File: src/rtl/core/mmn_pkg.sv
// Shared constants and types of the min-max normalizer.
`timescale 1ns / 1ps

package mmn_pkg;

    localparam int SAMPLE_BITS     = 24;
    localparam int RECIP_FRAC_BITS = 40;
    localparam int RECIP_BITS      = RECIP_FRAC_BITS + 1;
    localparam int DIFF_BITS       = SAMPLE_BITS + 1;
    localparam int VALUE_BITS      = 16;

    // The reciprocal is multiplied in two partial products to keep each one narrow.
    localparam int LO_BITS   = 24;
    localparam int HI_BITS   = RECIP_BITS - LO_BITS;
    localparam int PLO_BITS  = SAMPLE_BITS + LO_BITS;
    localparam int PHI_BITS  = SAMPLE_BITS + HI_BITS;
    localparam int PROD_BITS = SAMPLE_BITS + RECIP_BITS;

    localparam int SHIFT_BYTE = RECIP_FRAC_BITS - 8;
    localparam int SHIFT_UNIT = RECIP_FRAC_BITS - 16;
    localparam int LIMIT_BYTE = 255;
    localparam int LIMIT_UNIT = 65535;

    localparam int DIV_CNT_BITS = $clog2(RECIP_BITS);

    localparam int QUEUE_DEPTH    = 4;
    localparam int QUEUE_PTR_BITS = $clog2(QUEUE_DEPTH);
    localparam int QUEUE_CNT_BITS = QUEUE_PTR_BITS + 1;

    localparam logic ACTION_MEASURE = 1'b0;
    localparam logic ACTION_CONVERT = 1'b1;

    localparam logic MODE_BYTE = 1'b0;
    localparam logic MODE_UNIT = 1'b1;

    typedef struct packed {
        logic signed [SAMPLE_BITS-1:0] sample;
        logic                          recip_load;
    } q_entry_t;

    typedef struct packed {
        logic signed [SAMPLE_BITS-1:0] min_val;
        logic signed [SAMPLE_BITS-1:0] max_val;
    } extremes_t;

    typedef struct packed {
        logic busy;
    } back_status_t;

    typedef struct packed {
        logic busy;
        logic done;
    } div_status_t;

    typedef enum logic {
        BK_RUN,
        BK_DIV
    } bk_state_t;

endpackage

File: src/rtl/core/mmn_in_if.sv
// Input channel of the min-max normalizer: valid, ready and one pixel item.
`timescale 1ns / 1ps

interface mmn_in_if;
    logic                                   valid;
    logic                                   ready;
    logic                                   action;
    logic signed [mmn_pkg::SAMPLE_BITS-1:0] sample;
    logic                                   first;

    modport source (output valid, output action, output sample, output first, input ready);
    modport sink   (input valid, input action, input sample, input first, output ready);
endinterface

File: src/rtl/core/mmn_out_if.sv
// Output channel of the min-max normalizer: valid, ready and one scaled item.
`timescale 1ns / 1ps

interface mmn_out_if;
    logic                            valid;
    logic                            ready;
    logic [mmn_pkg::VALUE_BITS-1:0]  value;
    logic                            degenerate;

    modport source (output valid, output value, output degenerate, input ready);
    modport sink   (input valid, input value, input degenerate, output ready);
endinterface

File: src/rtl/core/min_max_normalizer.sv
// Top level of the min-max normalizer: front, queue, divider and back parts.
//
// Usage: items arrive on the pixel channel. A measure item (action 0) updates the
// running minimum and maximum of the signed Q16.8 samples, and a set first flag
// restarts both from its sample; it gives no result. A convert item (action 1)
// gives one result item on the scaled channel: the sample stretched to a byte
// or to an unsigned Q0.16 fraction, as the output_mode register selects, with a
// degenerate flag when the maximum equals the minimum.
// Throughput: one convert item per cycle while results are taken and the reciprocal
// is ready. Each passes the queue, the s1 and s2 registers and the output register.
// The first convert item after reset or a measure item waits while the divider builds
// the 41-bit reciprocal of the range one bit per cycle, zero if it is empty. Measure
// items are taken one per cycle, but a measure item is held off until every
// queued convert item has delivered its result. Reset clears the extremes, the
// reciprocal and the mode register. When the receiver stalls, the result waits in the
// output register, the pipeline holds, and the front still takes convert items until
// the four-entry queue fills. The user must write the mode register through cfg_we and
// cfg_wdata only while the block is idle; the block itself does not enforce this.
`timescale 1ns / 1ps

module min_max_normalizer
(
    input  logic        clk,
    input  logic        rst_n,
    mmn_in_if.sink      pixel,
    mmn_out_if.source   scaled,
    input  logic        cfg_we,
    input  logic        cfg_wdata
);

    logic                                   output_mode_reg;
    mmn_pkg::back_status_t                  back_status;
    mmn_pkg::extremes_t                     extremes;
    mmn_pkg::q_entry_t                      q_entry;
    mmn_pkg::q_entry_t                      q_head;
    logic                                   q_push;
    logic                                   q_pop;
    logic                                   q_empty;
    logic                                   q_full;
    logic                                   div_start;
    logic [mmn_pkg::SAMPLE_BITS-1:0]        div_span;
    mmn_pkg::div_status_t                   div_status;
    logic [mmn_pkg::RECIP_BITS-1:0]         div_quotient;

    // The mode register: 0 selects byte output, 1 selects the unit fraction.
    always_ff @(posedge clk or negedge rst_n)
    begin
        if (!rst_n)
        begin
            output_mode_reg <= mmn_pkg::MODE_BYTE;
        end
        else if (cfg_we)
        begin
            output_mode_reg <= cfg_wdata;
        end
    end

    mmn_front u_front
    (
        .clk         (clk),
        .rst_n       (rst_n),
        .pixel       (pixel),
        .back_status (back_status),
        .q_empty     (q_empty),
        .q_full      (q_full),
        .q_push      (q_push),
        .q_entry     (q_entry),
        .extremes    (extremes)
    );

    mmn_queue u_queue
    (
        .clk        (clk),
        .rst_n      (rst_n),
        .push       (q_push),
        .push_entry (q_entry),
        .pop        (q_pop),
        .head       (q_head),
        .empty      (q_empty),
        .full       (q_full)
    );

    mmn_div u_div
    (
        .clk      (clk),
        .rst_n    (rst_n),
        .start    (div_start),
        .span     (div_span),
        .status   (div_status),
        .quotient (div_quotient)
    );

    mmn_back u_back
    (
        .clk          (clk),
        .rst_n        (rst_n),
        .output_mode  (output_mode_reg),
        .extremes     (extremes),
        .head         (q_head),
        .q_empty      (q_empty),
        .q_pop        (q_pop),
        .status       (back_status),
        .div_start    (div_start),
        .div_span     (div_span),
        .div_status   (div_status),
        .div_quotient (div_quotient),
        .scaled       (scaled)
    );

`ifndef ASSERT_OFF
    // A measure item must never overtake convert items still in flight.
    a_measure_when_idle: assert property (@(posedge clk) disable iff (!rst_n)
        (pixel.valid && pixel.ready && (pixel.action == mmn_pkg::ACTION_MEASURE))
        |-> (!back_status.busy && q_empty))
        else $error("measure item accepted while convert items are in flight");

    // The divider only starts on a positive range, and never while it is running.
    a_div_start: assert property (@(posedge clk) disable iff (!rst_n)
        div_start |-> ((extremes.max_val > extremes.min_val) && !div_status.busy))
        else $error("divider started on an empty range or while busy");

    // The queue is never pushed while full.
    a_queue_push: assert property (@(posedge clk) disable iff (!rst_n)
        q_push |-> !q_full)
        else $error("queue pushed while full");

    // A degenerate result always carries a zero value.
    a_degenerate_zero: assert property (@(posedge clk) disable iff (!rst_n)
        (scaled.valid && scaled.degenerate) |-> (scaled.value == '0))
        else $error("degenerate result with nonzero value");
`endif

endmodule

File: src/rtl/core/mmn_front.sv
// Front part: accepts items, tracks the extremes and queues convert items.
`timescale 1ns / 1ps

module mmn_front
(
    input  logic                  clk,
    input  logic                  rst_n,
    mmn_in_if.sink                pixel,
    input  mmn_pkg::back_status_t back_status,
    input  logic                  q_empty,
    input  logic                  q_full,
    output logic                  q_push,
    output mmn_pkg::q_entry_t     q_entry,
    output mmn_pkg::extremes_t    extremes
);

    logic signed [mmn_pkg::SAMPLE_BITS-1:0] min_reg, min_next;
    logic signed [mmn_pkg::SAMPLE_BITS-1:0] max_reg, max_next;
    logic                                   recip_ready_reg, recip_ready_next;
    logic                                   accept;

    // A measure item changes the extremes, so it waits until all converts have drained.
    assign pixel.ready = (pixel.action == mmn_pkg::ACTION_CONVERT) ? !q_full
                                                                   : (!back_status.busy && q_empty);
    assign accept = pixel.valid && pixel.ready;

    assign q_push             = accept && (pixel.action == mmn_pkg::ACTION_CONVERT);
    assign q_entry.sample     = pixel.sample;
    assign q_entry.recip_load = !recip_ready_reg;

    assign extremes.min_val = min_reg;
    assign extremes.max_val = max_reg;

    always_comb
    begin
        min_next         = min_reg;
        max_next         = max_reg;
        recip_ready_next = recip_ready_reg;
        if (accept)
        begin
            if (pixel.action == mmn_pkg::ACTION_MEASURE)
            begin
                recip_ready_next = 1'b0;
                if (pixel.first)
                begin
                    min_next = pixel.sample;
                    max_next = pixel.sample;
                end
                else
                begin
                    if (pixel.sample < min_reg)
                    begin
                        min_next = pixel.sample;
                    end
                    if (pixel.sample > max_reg)
                    begin
                        max_next = pixel.sample;
                    end
                end
            end
            else
            begin
                recip_ready_next = 1'b1;
            end
        end
    end

    always_ff @(posedge clk or negedge rst_n)
    begin
        if (!rst_n)
        begin
            min_reg         <= '0;
            max_reg         <= '0;
            recip_ready_reg <= 1'b0;
        end
        else
        begin
            min_reg         <= min_next;
            max_reg         <= max_next;
            recip_ready_reg <= recip_ready_next;
        end
    end

endmodule

File: src/rtl/core/mmn_queue.sv
// Short queue of convert items between the front and back parts.
`timescale 1ns / 1ps

module mmn_queue
(
    input  logic              clk,
    input  logic              rst_n,
    input  logic              push,
    input  mmn_pkg::q_entry_t push_entry,
    input  logic              pop,
    output mmn_pkg::q_entry_t head,
    output logic              empty,
    output logic              full
);

    mmn_pkg::q_entry_t                      slot_reg [mmn_pkg::QUEUE_DEPTH];
    logic [mmn_pkg::QUEUE_PTR_BITS-1:0]     wr_ptr_reg, wr_ptr_next;
    logic [mmn_pkg::QUEUE_PTR_BITS-1:0]     rd_ptr_reg, rd_ptr_next;
    logic [mmn_pkg::QUEUE_CNT_BITS-1:0]     count_reg, count_next;
    logic                                   do_push;
    logic                                   do_pop;

    assign empty   = (count_reg == '0);
    assign full    = (count_reg == mmn_pkg::QUEUE_CNT_BITS'(mmn_pkg::QUEUE_DEPTH));
    assign head    = slot_reg[rd_ptr_reg];
    assign do_push = push && !full;
    assign do_pop  = pop && !empty;

    always_comb
    begin
        wr_ptr_next = wr_ptr_reg;
        rd_ptr_next = rd_ptr_reg;
        count_next  = count_reg;
        if (do_push)
        begin
            wr_ptr_next = wr_ptr_reg + mmn_pkg::QUEUE_PTR_BITS'(1);
        end
        if (do_pop)
        begin
            rd_ptr_next = rd_ptr_reg + mmn_pkg::QUEUE_PTR_BITS'(1);
        end
        if (do_push && !do_pop)
        begin
            count_next = count_reg + mmn_pkg::QUEUE_CNT_BITS'(1);
        end
        else if (do_pop && !do_push)
        begin
            count_next = count_reg - mmn_pkg::QUEUE_CNT_BITS'(1);
        end
    end

    always_ff @(posedge clk)
    begin
        if (do_push)
        begin
            slot_reg[wr_ptr_reg] <= push_entry;
        end
    end

    always_ff @(posedge clk or negedge rst_n)
    begin
        if (!rst_n)
        begin
            wr_ptr_reg <= '0;
            rd_ptr_reg <= '0;
            count_reg  <= '0;
        end
        else
        begin
            wr_ptr_reg <= wr_ptr_next;
            rd_ptr_reg <= rd_ptr_next;
            count_reg  <= count_next;
        end
    end

endmodule

File: src/rtl/core/mmn_div.sv
// Restoring divider for floor(2^RECIP_FRAC_BITS / span), one quotient bit a cycle.
`timescale 1ns / 1ps

module mmn_div
(
    input  logic                               clk,
    input  logic                               rst_n,
    input  logic                               start,
    input  logic [mmn_pkg::SAMPLE_BITS-1:0]    span,
    output mmn_pkg::div_status_t               status,
    output logic [mmn_pkg::RECIP_BITS-1:0]     quotient
);

    logic                                busy_reg, busy_next;
    logic                                done_reg, done_next;
    logic [mmn_pkg::DIV_CNT_BITS-1:0]    cnt_reg, cnt_next;
    logic [mmn_pkg::SAMPLE_BITS-1:0]     rem_reg, rem_next;
    logic [mmn_pkg::RECIP_BITS-1:0]      q_reg, q_next;
    logic [mmn_pkg::SAMPLE_BITS:0]       rem_shift;
    logic [mmn_pkg::SAMPLE_BITS:0]       rem_sub;
    logic                                last_step;

    // The dividend is a single one in its top bit, so only the first step brings in a one.
    assign rem_shift = {rem_reg, (cnt_reg == '0)};
    assign rem_sub   = rem_shift - {1'b0, span};
    assign last_step = (cnt_reg == mmn_pkg::DIV_CNT_BITS'(mmn_pkg::RECIP_BITS - 1));

    assign status.busy = busy_reg;
    assign status.done = done_reg;
    assign quotient    = q_reg;

    always_comb
    begin
        busy_next = busy_reg;
        done_next = 1'b0;
        cnt_next  = cnt_reg;
        rem_next  = rem_reg;
        q_next    = q_reg;
        if (start)
        begin
            busy_next = 1'b1;
            cnt_next  = '0;
            rem_next  = '0;
            q_next    = '0;
        end
        else if (busy_reg)
        begin
            if (rem_shift >= {1'b0, span})
            begin
                rem_next = rem_sub[mmn_pkg::SAMPLE_BITS-1:0];
                q_next   = {q_reg[mmn_pkg::RECIP_BITS-2:0], 1'b1};
            end
            else
            begin
                rem_next = rem_shift[mmn_pkg::SAMPLE_BITS-1:0];
                q_next   = {q_reg[mmn_pkg::RECIP_BITS-2:0], 1'b0};
            end
            cnt_next = cnt_reg + mmn_pkg::DIV_CNT_BITS'(1);
            if (last_step)
            begin
                busy_next = 1'b0;
                done_next = 1'b1;
            end
        end
    end

    always_ff @(posedge clk or negedge rst_n)
    begin
        if (!rst_n)
        begin
            busy_reg <= 1'b0;
            done_reg <= 1'b0;
            cnt_reg  <= '0;
        end
        else
        begin
            busy_reg <= busy_next;
            done_reg <= done_next;
            cnt_reg  <= cnt_next;
        end
    end

    always_ff @(posedge clk)
    begin
        rem_reg <= rem_next;
        q_reg   <= q_next;
    end

endmodule

File: src/rtl/core/mmn_back.sv
// Back part: reciprocal control, scaling pipeline and output register.
`timescale 1ns / 1ps

module mmn_back
(
    input  logic                               clk,
    input  logic                               rst_n,
    input  logic                               output_mode,
    input  mmn_pkg::extremes_t                 extremes,
    input  mmn_pkg::q_entry_t                  head,
    input  logic                               q_empty,
    output logic                               q_pop,
    output mmn_pkg::back_status_t              status,
    output logic                               div_start,
    output logic [mmn_pkg::SAMPLE_BITS-1:0]    div_span,
    input  mmn_pkg::div_status_t               div_status,
    input  logic [mmn_pkg::RECIP_BITS-1:0]     div_quotient,
    mmn_out_if.source                          scaled
);

    localparam int S = mmn_pkg::SAMPLE_BITS;

    mmn_pkg::bk_state_t                     state_reg, state_next;
    logic [mmn_pkg::RECIP_BITS-1:0]         recip_reg, recip_next;
    logic                                   loaded_reg, loaded_next;

    logic                                   s1_valid_reg;
    logic [S-1:0]                           s1_dmag_reg;
    logic                                   s1_degen_reg;
    logic                                   s1_mode_reg;

    logic                                   s2_valid_reg;
    logic [mmn_pkg::PLO_BITS-1:0]           s2_plo_reg;
    logic [mmn_pkg::PHI_BITS-1:0]           s2_phi_reg;
    logic                                   s2_degen_reg;
    logic                                   s2_mode_reg;

    logic                                   out_valid_reg;
    logic [mmn_pkg::VALUE_BITS-1:0]         out_value_reg, out_value_next;
    logic                                   out_degen_reg;

    logic [mmn_pkg::DIFF_BITS-1:0]          span_diff;
    logic                                   span_pos;
    logic [mmn_pkg::DIFF_BITS-1:0]          d_diff;
    logic [S-1:0]                           d_mag;
    logic                                   advance;
    logic [mmn_pkg::PROD_BITS-1:0]          prod_sum;
    logic [mmn_pkg::PROD_BITS-1:0]          prod_shift;
    logic [mmn_pkg::PROD_BITS-1:0]          limit;

    assign span_diff = {extremes.max_val[S-1], extremes.max_val}
                     - {extremes.min_val[S-1], extremes.min_val};
    assign span_pos  = extremes.max_val > extremes.min_val;
    assign div_span  = span_diff[S-1:0];

    // Samples at or below the minimum scale to zero.
    assign d_diff = {head.sample[S-1], head.sample} - {extremes.min_val[S-1], extremes.min_val};
    assign d_mag  = (!d_diff[S] && (d_diff != '0)) ? d_diff[S-1:0] : '0;

    assign advance = !out_valid_reg || scaled.ready;
    assign q_pop   = advance && !q_empty && (state_reg == mmn_pkg::BK_RUN)
                     && (!head.recip_load || loaded_reg);

    assign status.busy = s1_valid_reg || s2_valid_reg || out_valid_reg
                         || (state_reg != mmn_pkg::BK_RUN);

    always_comb
    begin
        state_next  = state_reg;
        recip_next  = recip_reg;
        loaded_next = loaded_reg;
        div_start   = 1'b0;
        case (state_reg)
            mmn_pkg::BK_RUN:
            begin
                if (!q_empty && head.recip_load && !loaded_reg)
                begin
                    if (span_pos)
                    begin
                        div_start  = 1'b1;
                        state_next = mmn_pkg::BK_DIV;
                    end
                    else
                    begin
                        recip_next  = '0;
                        loaded_next = 1'b1;
                    end
                end
                else if (q_pop && head.recip_load)
                begin
                    loaded_next = 1'b0;
                end
            end
            mmn_pkg::BK_DIV:
            begin
                if (div_status.done)
                begin
                    recip_next  = div_quotient;
                    loaded_next = 1'b1;
                    state_next  = mmn_pkg::BK_RUN;
                end
            end
            default:
            begin
                state_next = mmn_pkg::BK_RUN;
            end
        endcase
    end

    // Output stage: join the partial products, scale by mode and saturate.
    always_comb
    begin
        prod_sum = (mmn_pkg::PROD_BITS'(s2_phi_reg) << mmn_pkg::LO_BITS)
                 + mmn_pkg::PROD_BITS'(s2_plo_reg);
        if (s2_mode_reg == mmn_pkg::MODE_UNIT)
        begin
            prod_shift = prod_sum >> mmn_pkg::SHIFT_UNIT;
            limit      = mmn_pkg::PROD_BITS'(mmn_pkg::LIMIT_UNIT);
        end
        else
        begin
            prod_shift = prod_sum >> mmn_pkg::SHIFT_BYTE;
            limit      = mmn_pkg::PROD_BITS'(mmn_pkg::LIMIT_BYTE);
        end
        if (s2_degen_reg)
        begin
            out_value_next = '0;
        end
        else if (prod_shift > limit)
        begin
            out_value_next = limit[mmn_pkg::VALUE_BITS-1:0];
        end
        else
        begin
            out_value_next = prod_shift[mmn_pkg::VALUE_BITS-1:0];
        end
    end

    assign scaled.valid      = out_valid_reg;
    assign scaled.value      = out_value_reg;
    assign scaled.degenerate = out_degen_reg;

    always_ff @(posedge clk or negedge rst_n)
    begin
        if (!rst_n)
        begin
            state_reg     <= mmn_pkg::BK_RUN;
            recip_reg     <= '0;
            loaded_reg    <= 1'b0;
            s1_valid_reg  <= 1'b0;
            s2_valid_reg  <= 1'b0;
            out_valid_reg <= 1'b0;
        end
        else
        begin
            state_reg  <= state_next;
            recip_reg  <= recip_next;
            loaded_reg <= loaded_next;
            if (advance)
            begin
                s1_valid_reg  <= q_pop;
                s2_valid_reg  <= s1_valid_reg;
                out_valid_reg <= s2_valid_reg;
            end
        end
    end

    always_ff @(posedge clk)
    begin
        if (advance)
        begin
            s1_dmag_reg   <= d_mag;
            s1_degen_reg  <= !span_pos;
            s1_mode_reg   <= output_mode;
            s2_plo_reg    <= s1_dmag_reg * recip_reg[mmn_pkg::LO_BITS-1:0];
            s2_phi_reg    <= s1_dmag_reg * recip_reg[mmn_pkg::RECIP_BITS-1:mmn_pkg::LO_BITS];
            s2_degen_reg  <= s1_degen_reg;
            s2_mode_reg   <= s1_mode_reg;
            out_value_reg <= out_value_next;
            out_degen_reg <= s2_degen_reg;
        end
    end

endmodule
File: src/flat_wrapper.sv
// flat-port wrapper written by rule: the top's interface ports become plain ports
module min_max_normalizer_flat 
  (clk, rst_n, cfg_we, cfg_wdata, pixel_valid, pixel_action, pixel_sample, pixel_first, pixel_ready, scaled_valid, scaled_value, scaled_degenerate, scaled_ready);
  mmn_in_if pixel_i ();
  mmn_out_if scaled_i ();
  input  logic clk;
  input  logic rst_n;
  input  logic cfg_we;
  input  logic cfg_wdata;
  input wire logic [$bits(pixel_i.valid)-1:0] pixel_valid;
  input wire logic [$bits(pixel_i.action)-1:0] pixel_action;
  input wire logic [$bits(pixel_i.sample)-1:0] pixel_sample;
  input wire logic [$bits(pixel_i.first)-1:0] pixel_first;
  output wire logic [$bits(pixel_i.ready)-1:0] pixel_ready;
  output wire logic [$bits(scaled_i.valid)-1:0] scaled_valid;
  output wire logic [$bits(scaled_i.value)-1:0] scaled_value;
  output wire logic [$bits(scaled_i.degenerate)-1:0] scaled_degenerate;
  input wire logic [$bits(scaled_i.ready)-1:0] scaled_ready;
  assign pixel_i.valid = pixel_valid;
  assign pixel_i.action = pixel_action;
  assign pixel_i.sample = pixel_sample;
  assign pixel_i.first = pixel_first;
  assign pixel_ready = pixel_i.ready;
  assign scaled_valid = scaled_i.valid;
  assign scaled_value = scaled_i.value;
  assign scaled_degenerate = scaled_i.degenerate;
  assign scaled_i.ready = scaled_ready;
  min_max_normalizer u_core (.clk(clk), .rst_n(rst_n), .pixel(pixel_i), .scaled(scaled_i), .cfg_we(cfg_we), .cfg_wdata(cfg_wdata));
endmodule
File: config.mk
export PLATFORM = sky130hd
export DESIGN_NAME = min_max_normalizer_flat
export DESIGN_NICKNAME = d
export VERILOG_FILES = /design/src/rtl/core/mmn_pkg.sv /design/src/rtl/core/mmn_in_if.sv /design/src/rtl/core/mmn_out_if.sv /design/src/rtl/core/min_max_normalizer.sv /design/src/rtl/core/mmn_front.sv /design/src/rtl/core/mmn_queue.sv /design/src/rtl/core/mmn_div.sv /design/src/rtl/core/mmn_back.sv /design/src/flat_wrapper.sv
export SDC_FILE = /design/constraint.sdc
export NUM_CORES = 2
export LEC_CHECK = 0
export BUFFER_PORTS_ARGS = -buffer_cell sky130_fd_sc_hd__buf_2
export CAP_MARGIN = 20
export CELL_PAD_IN_SITES_DETAIL_PLACEMENT = 0
export CELL_PAD_IN_SITES_GLOBAL_PLACEMENT = 2
export CORE_MARGIN = 1
export CORE_UTILIZATION = 47
export CTS_CLUSTER_SIZE = 14
export DETAILED_ROUTE_END_ITERATION = 10
export GPL_TIMING_DRIVEN = 0
export HOLD_SLACK_MARGIN = 0.05
export PLACE_DENSITY_LB_ADDON = 0.12
export SLEW_MARGIN = 20
export SYNTH_ARGS = -nofsm -noshare
export SYNTH_HDL_FRONTEND = slang
export SYNTH_SLANG_ARGS = --single-unit
File: constraint.sdc
create_clock -name clk -period 17.1 [get_ports clk]
set_input_delay 1.71 -clock clk [delete_from_list [all_inputs] [get_ports clk]]
set_output_delay 1.71 -clock clk [all_outputs]
set_load 0.02 [all_outputs]
# Yosys cells after proc, flatten, opt, wreduce, memory -nomap -nowiden

Memories as Yosys holds them, arrays and structs flattened.
Cells that the tools add are included.
Widths: inputs -> output; s select.

Add/sub/neg operators: 9
Eq/ne operators: 7
Bitwise logic cells: 2
Mux-type cells: 37
Magnitude comparators: 5
Reductions and logical operators: 41
Multiply operators: 2

Operators by type and width:

| cell                | number |
|---|---|
| $mux 41             | 4 |
| $mux 24             | 5 |
| $pmux 41 s2         | 1 |
| $add 65x48->65      | 1 |
| $gt 65x65->1        | 1 |
| $gt 24x24->1        | 2 |
| $mul 24x24->48      | 1 |
| $sub 24x24->24      | 2 |
| $mul 24x17->41      | 1 |
| $mux 16             | 2 |
| $ge 25x24->1        | 1 |
| $reduce_bool 25->1  | 1 |
| $sub 24x24->25      | 1 |
| $lt 24x24->1        | 1 |
| $mux 1              | 19 |
| $logic_and 1x1->1   | 14 |
| $mux 6              | 2 |
| $reduce_and 3->1    | 4 |
| $logic_not 1->1     | 11 |
| $reduce_bool 2->1   | 4 |
| $add 6x1->6 const B | 1 |
| $eq 6x6->1 const B  | 1 |
| $logic_not 6->1     | 1 |
| $mux 3              | 2 |
| other kinds (12)    | 20 |

Output and inout port bits: 19
Memory bits (writable): 100
Memories kept: 1
Input bits: 32
Register bits after elaboration: 310

Memories:

| memory                  | words | width | rd ports | clocked after memory_dff | wr ports | RTL line        | RTL |
|---|---|---|---|---|---|---|---|
| u_core.u_queue.slot_reg | 4     | 25    | 1        | 0                        | 1        | mmn_queue.sv:16 | `mmn_pkg::q_entry_t slot_reg [mmn_pkg::QUEUE_DEPTH];` |

# Depth between registers and ports, before layout

Depth after elaboration: 13
Mapped depth: 28

# Modules after synthesis

A second synthesis with hierarchy kept.

Cells, all modules: 5440
Area, all modules: 51917.3 µm²

By module, submodules not included:

| module             | area each (µm²) | cells each | times used |
|---|---|---|---|
| mmn_back           | 40213.6         | 4470       | 1 |
| mmn_div            | 4231.6          | 493        | 1 |
| mmn_queue          | 4083.9          | 167        | 1 |
| mmn_front          | 3348.2          | 308        | 1 |
| min_max_normalizer | 40.0            | 2          | 1 |

# Least setup slack after synthesis

Ideal clock, no wire load.

Kind: register -> register
Start: register u_core.u_back.recip_reg[3] (netlist name)
End: register u_core.u_back.s2_plo_reg[33] (netlist name) (data pin)
Cell stages (with the launch flop): 28
Data arrival time: 6792 ps
Path slack: 10051 ps
Setup time: 258 ps
Data required time: 16842 ps
Path buffers: 2
Cells stage by stage: dfrtp_1 -> clkbuf_1 -> clkbuf_1 -> nand2_1 -> fa_1 -> inv_1 -> fa_1 -> inv_1 -> fa_1 -> inv_1 -> fa_1 -> inv_1 -> fa_1 -> inv_1 -> fa_1 -> inv_1 -> fa_1 -> inv_1 -> ha_1 -> nand4_1 -> a211o_1 -> o311ai_0 -> o22ai_1 -> o31ai_1 -> a22o_1 -> nor2_1 -> o21ba_2 -> xnor2_1

Cells in the longest elaborated chain, start to end: 1

RTL lines:

| item                     | RTL line        | RTL |
|---|---|---|
| start: declaration       | mmn_back.sv:24  | `logic [mmn_pkg::RECIP_BITS-1:0] recip_reg, recip_next;` |
| start signal: assignment | mmn_back.sv:157 | `recip_reg <= recip_next;` |
| $mul 24x24->48           | mmn_back.sv:175 | `s2_plo_reg <= s1_dmag_reg * recip_reg[mmn_pkg::LO_BITS-1:0];` |
| end signal: assignment   | mmn_back.sv:175 |  |
| end: declaration         | mmn_back.sv:33  | `logic [mmn_pkg::PLO_BITS-1:0] s2_plo_reg;` |

Every way passes these cells.
A chain may end at the register's enable or synchronous reset.

# Worst setup path after layout

Start: register u_core.u_back.s1_dmag_reg[17]
End: register u_core.u_back.s2_plo_reg[47] (netlist name) (data pin)

Cells in the longest elaborated chain, start to end: 1

RTL lines:

| item                     | RTL line        | RTL |
|---|---|---|
| start: declaration       | mmn_back.sv:28  | `logic [S-1:0] s1_dmag_reg;` |
| start signal: assignment | mmn_back.sv:172 | `s1_dmag_reg <= d_mag;` |
| $mul 24x24->48           | mmn_back.sv:175 |  |

Every way passes these cells.

==> results summary <==
The footprint of the multi-input gates is 36100 um^2. The first TritonRoute pass finished after 5 iterations. The signal on the critical path passes through clkbuf_1, and2_1, fa_1, fa_1, inv_1, fa_1, fa_1, inv_1, fa_1, fa_1, inv_1, fa_1, inv_1, ha_1, a21o_1, a21o_1, a21oi_1, o21ai_0, o21ai_0, nand2_1, a21oi_1, nor2_1, o41ai_1, xnor2_1.

The number of levels the H-tree was split into came out at 2. The number of distinct standard cells referenced by the synthesized netlist is 96. The later-pin clock latency in the skew report is 0.65 ns.

The sum of overflow across all layers after global routing is 0. The post-CTS setup-driven buffer insertion count came out at 0. The average wire per cell in the routed design is 23.1 um.

The total area of sequential cells came out at 10400 um^2. After technology mapping, the gate count stands at 5356. For this run, the number of Yosys warnings is 0. The number of antenna violations at the first check in global routing came out at 11.

The placeable core region is 108000 um^2. The static leakage is 26.2 nW. VDD sags by at most 0.000131 V. The share of synthesized registers carrying an async set or reset is 0.288. Sorting the synthesized cells by area gives the leading types as sky130_fd_sc_hd__fa_1, sky130_fd_sc_hd__edfxtp_1, sky130_fd_sc_hd__ha_1.

Adding up every negative setup slack in the final design gives 0 ns. Post-CTS repair changed the size of 0 cells. Dividing the final minimum period by the clock period gives 0.574. The global-route wire length before repair came out at 241 mm. The cell repeated most along the worst path is sky130_fd_sc_hd__fa_1. The number of max-slew violations in the final report is 0. The worst hold path belongs to the class reg2reg. The biggest area contributor in the post-synthesis netlist is sky130_fd_sc_hd__fa_1.

The number of nets in the layout came out at 6743. In the synthesized netlist the dominant register cell turns out to be sky130_fd_sc_hd__edfxtp_1. The required time at the endpoint of the critical path came out at 17.48 ns. On the worst path, the slowest cell contributes a delay of 0.95 ns. The HPWL after detailed placement is 131 mm. The final setup violation count came out at 0. Clock tree synthesis found a total of 386 sinks.

Measured against its own limit, the worst slew margin works out to 0.140. Dividing the detail-routed via count by the number of cells gives 5.41. The register with the most flip-flops in the layout has 100 of them.

The sequential-to-total area share from yosys stat is 0.202. The buffer cell driving the clock tree root is sky130_fd_sc_hd__clkbuf_16. The area overhead of the layout relative to synthesis came out at 7.32%. The critical path endpoint category is a flip-flop. The number of CTS-inserted buffers came out at 47. The synthesized netlist occupies a cell area of 51300 um^2.

The routed layout has 37300 vias. The number of DRC violations after detailed routing is 0. The count of buffers added on input and output ports is 50. The share of synthesized area in the top cell type comes to 0.318. At the end of routability-driven placement, the weighted congestion stood at 0.940. The die is 332 um wide. The clock arrives with 0.0520 ns of skew. The slew at the pin closest to its max-slew limit came out at 1.28 ns. The final-report hold violation count was 0. For this run, the total global-route usage over all layers was measured as 0.293. For this design, the CTS-stage hold fixing added 0 buffers. In this run the vertical extent of the chip is 332 um. TritonCTS built the clock tree. The via count of the first global-routing pass came out at 37900. In the final layout, the share of cells above drive strength 1 is 0.0520. Counting I/O delays and the setup requirement, the final critical path takes 9.81 ns. The average size of a mapped cell is 9.58 um^2. The worst setup path is launched from a flip-flop.

Total power for the finished layout comes to 0.00883 W. Setup repair after global routing left no endpoint under its margin. The synthesized design contains 386 register bits. The number of nets in the synthesized netlist is 6638. The critical path in this run is classified as reg2reg. The number of synthesized flops with an enable pin is 210. The aggregate routed wire length came out at 159 mm.

The effective utilization at floorplan came out at 0.477. The largest individual stage delay along the critical path comes from the cell sky130_fd_sc_hd__clkbuf_1. Clock-pin slew was measured on the worst setup and hold paths at 0.06 ns. The worst-case clock buffer depth is 3. The detail route stage leaves a number of antenna-violating nets equal to 0. The finished cells cover 55100 um^2. Counting the fill cells in the layout gives 10300. Along the worst path, the maximum fanout reaches 10.

The floorplan step defined a die boundary enclosing 111000 um^2. The placement row count came out at 120. The number of top-level design ports is 51.

The number of DRC markers after the initial detailed-route iteration is 2746. Entering global routing, the biggest net connects 68 pins. STA puts the critical path data arrival time at 10.19 ns. Across the run, the number of max-cap violations was 0.

Static timing analysis puts the maximum clock frequency at 102 MHz. The run finished with clean final reports. The instance area at placement is 53400 um^2.

The power density normalized to cell area came out at 160 nW/um^2.
-- critical path, delay by kind of cell (launching register included) --
family                   cells  cell delay [ns]
AO/OA/AOI/OAI                7             2.79
XOR/XNOR                     1             0.30
adder cells (fa/ha/maj)      8             3.77
buffers and inverters        5             1.17
flip-flops                   1             0.84
AND/OR/NAND/NOR              3             0.66
-- path summary, 6_finish.rpt --
check                                              start                      endpoint  slack [ns]  depth (start not counted)
setup / recovery           u_core.u_back.s1_dmag_reg[17]  u_core.u_back.s2_plo_reg[47]        7.29                         24
hold / removal                    u_core.output_mode_reg     u_core.u_back.s1_mode_reg        0.46                          0
setup reg to reg           u_core.u_back.s1_dmag_reg[17]  u_core.u_back.s2_plo_reg[47]        7.29                         24
hold reg to reg                   u_core.output_mode_reg     u_core.u_back.s1_mode_reg        0.46                          0
max in group asynchronous                          rst_n   u_core.u_back.recip_reg[18]       15.32                          2
min in group asynchronous                          rst_n  u_core.u_queue.wr_ptr_reg[1]        1.00                          1
-- layout by cell type, fill, tap and decap left out, drive strengths merged, types with 11 or more instances in the layout --
cell and n:
a211oi 45, a21o 73, a21oi 142, a31oi 21
and2 425, and3 11, buf 81, clkbuf 285
clkinv 19, dfrtp 111, dfxtp 65, edfxtp 210
fa 815, ha 435, inv 1032, mux2 52
mux2i 51, mux4 25, nand2 749, nand2b 27
nand3 77, nand4 26, nor2 202, nor2b 18
nor3 51, o211ai 18, o21a 26, o21ai 91
o21bai 14, xnor2 91, xor2 48
-- power breakdown --
| group | leakage, nW | internal, W | switching [W] | total, W |
|---|---|---|---|---|
| clock network | 0.781 | 0.000604 | 0.000441 | 0.00105 |
| registers | 4.12 | 0.00138 | 0.000294 | 0.00167 |
| logic | 21.3 | 0.00223 | 0.00388 | 0.00611 |
-- stage by stage --
stage | std cells | setup slack, ns | util | hold WS [ns]
6_report | 6905 | 7.29 | 0.512 | 0.464
5_1_grt | 6903 | 7.08 | 0.512 | 0.490
4_1_cts | 6901 | 7.55 | 0.512 | 0.467
3_5_place_dp | 6813 | 7.56 | 0.496 | 0.462
3_3_place_gp | 6809 | 7.12 | 0.496 | 0.461
2_1_floorplan | 5356 | 10.05 | - | 0.400
-- cell usage after synthesis (all sizes together) (21+ instances only) --
cell type,instances
mux4,25
edfxtp,210
mux2i,51
a21oi,142
o21ai,91
dfrtp,111
and2,425
nor3,51
nand2b,27
ha,435
fa,815
dfxtp,65
nand4,26
a211oi,45
mux2,52
nor2,202
buf,25
nand2,749
xnor2,91
xor2,48
a31oi,21
a21o,73
inv,1029
clkbuf,227
o21a,26
nand3,77
-- final cells by class --
cell class,count,area share
Sequential cell,386,0.189
Clock buffer,58,0.0226
Buffer,252,0.0183
Tap cell,1403,0.0319
Multi-Input combinational cell,3689,0.655
Clock inverter,30,0.00679
Timing Repair Buffer,56,0.00640
Antenna cell,2,0.0000908
Inverter,1029,0.0702
-- layer usage --
layer | track usage | vias to the layer above | wire length, um | part of all wire
met5 | 0 | - | 44 | 0.00028
li1 | - | 17000 | - | -
met2 | 0.461 | 1119 | 72100 | 0.45
met3 | 0.0528 | 232 | 11700 | 0.073
met1 | 0.410 | 19000 | 69700 | 0.44
met4 | 0.0956 | 8 | 5830 | 0.037
-- cells by family (layout without fill, tap and decap cells) --
logic type               Yosys count  in the layout  share of synthesized area
multiplexers                     128            128                     0.0323
flip-flops                       386            386                      0.202
buffers and inverters           1281           1425                     0.0946
other                              0              2                          0
XOR/XNOR                         139            139                     0.0237
AO/OA/AOI/OAI                    527            527                     0.0708
AND/OR/NAND/NOR                 1645           1645                      0.152
adder cells (fa/ha/maj)         1250           1250                      0.424
(Power assumes the default switching activity.)
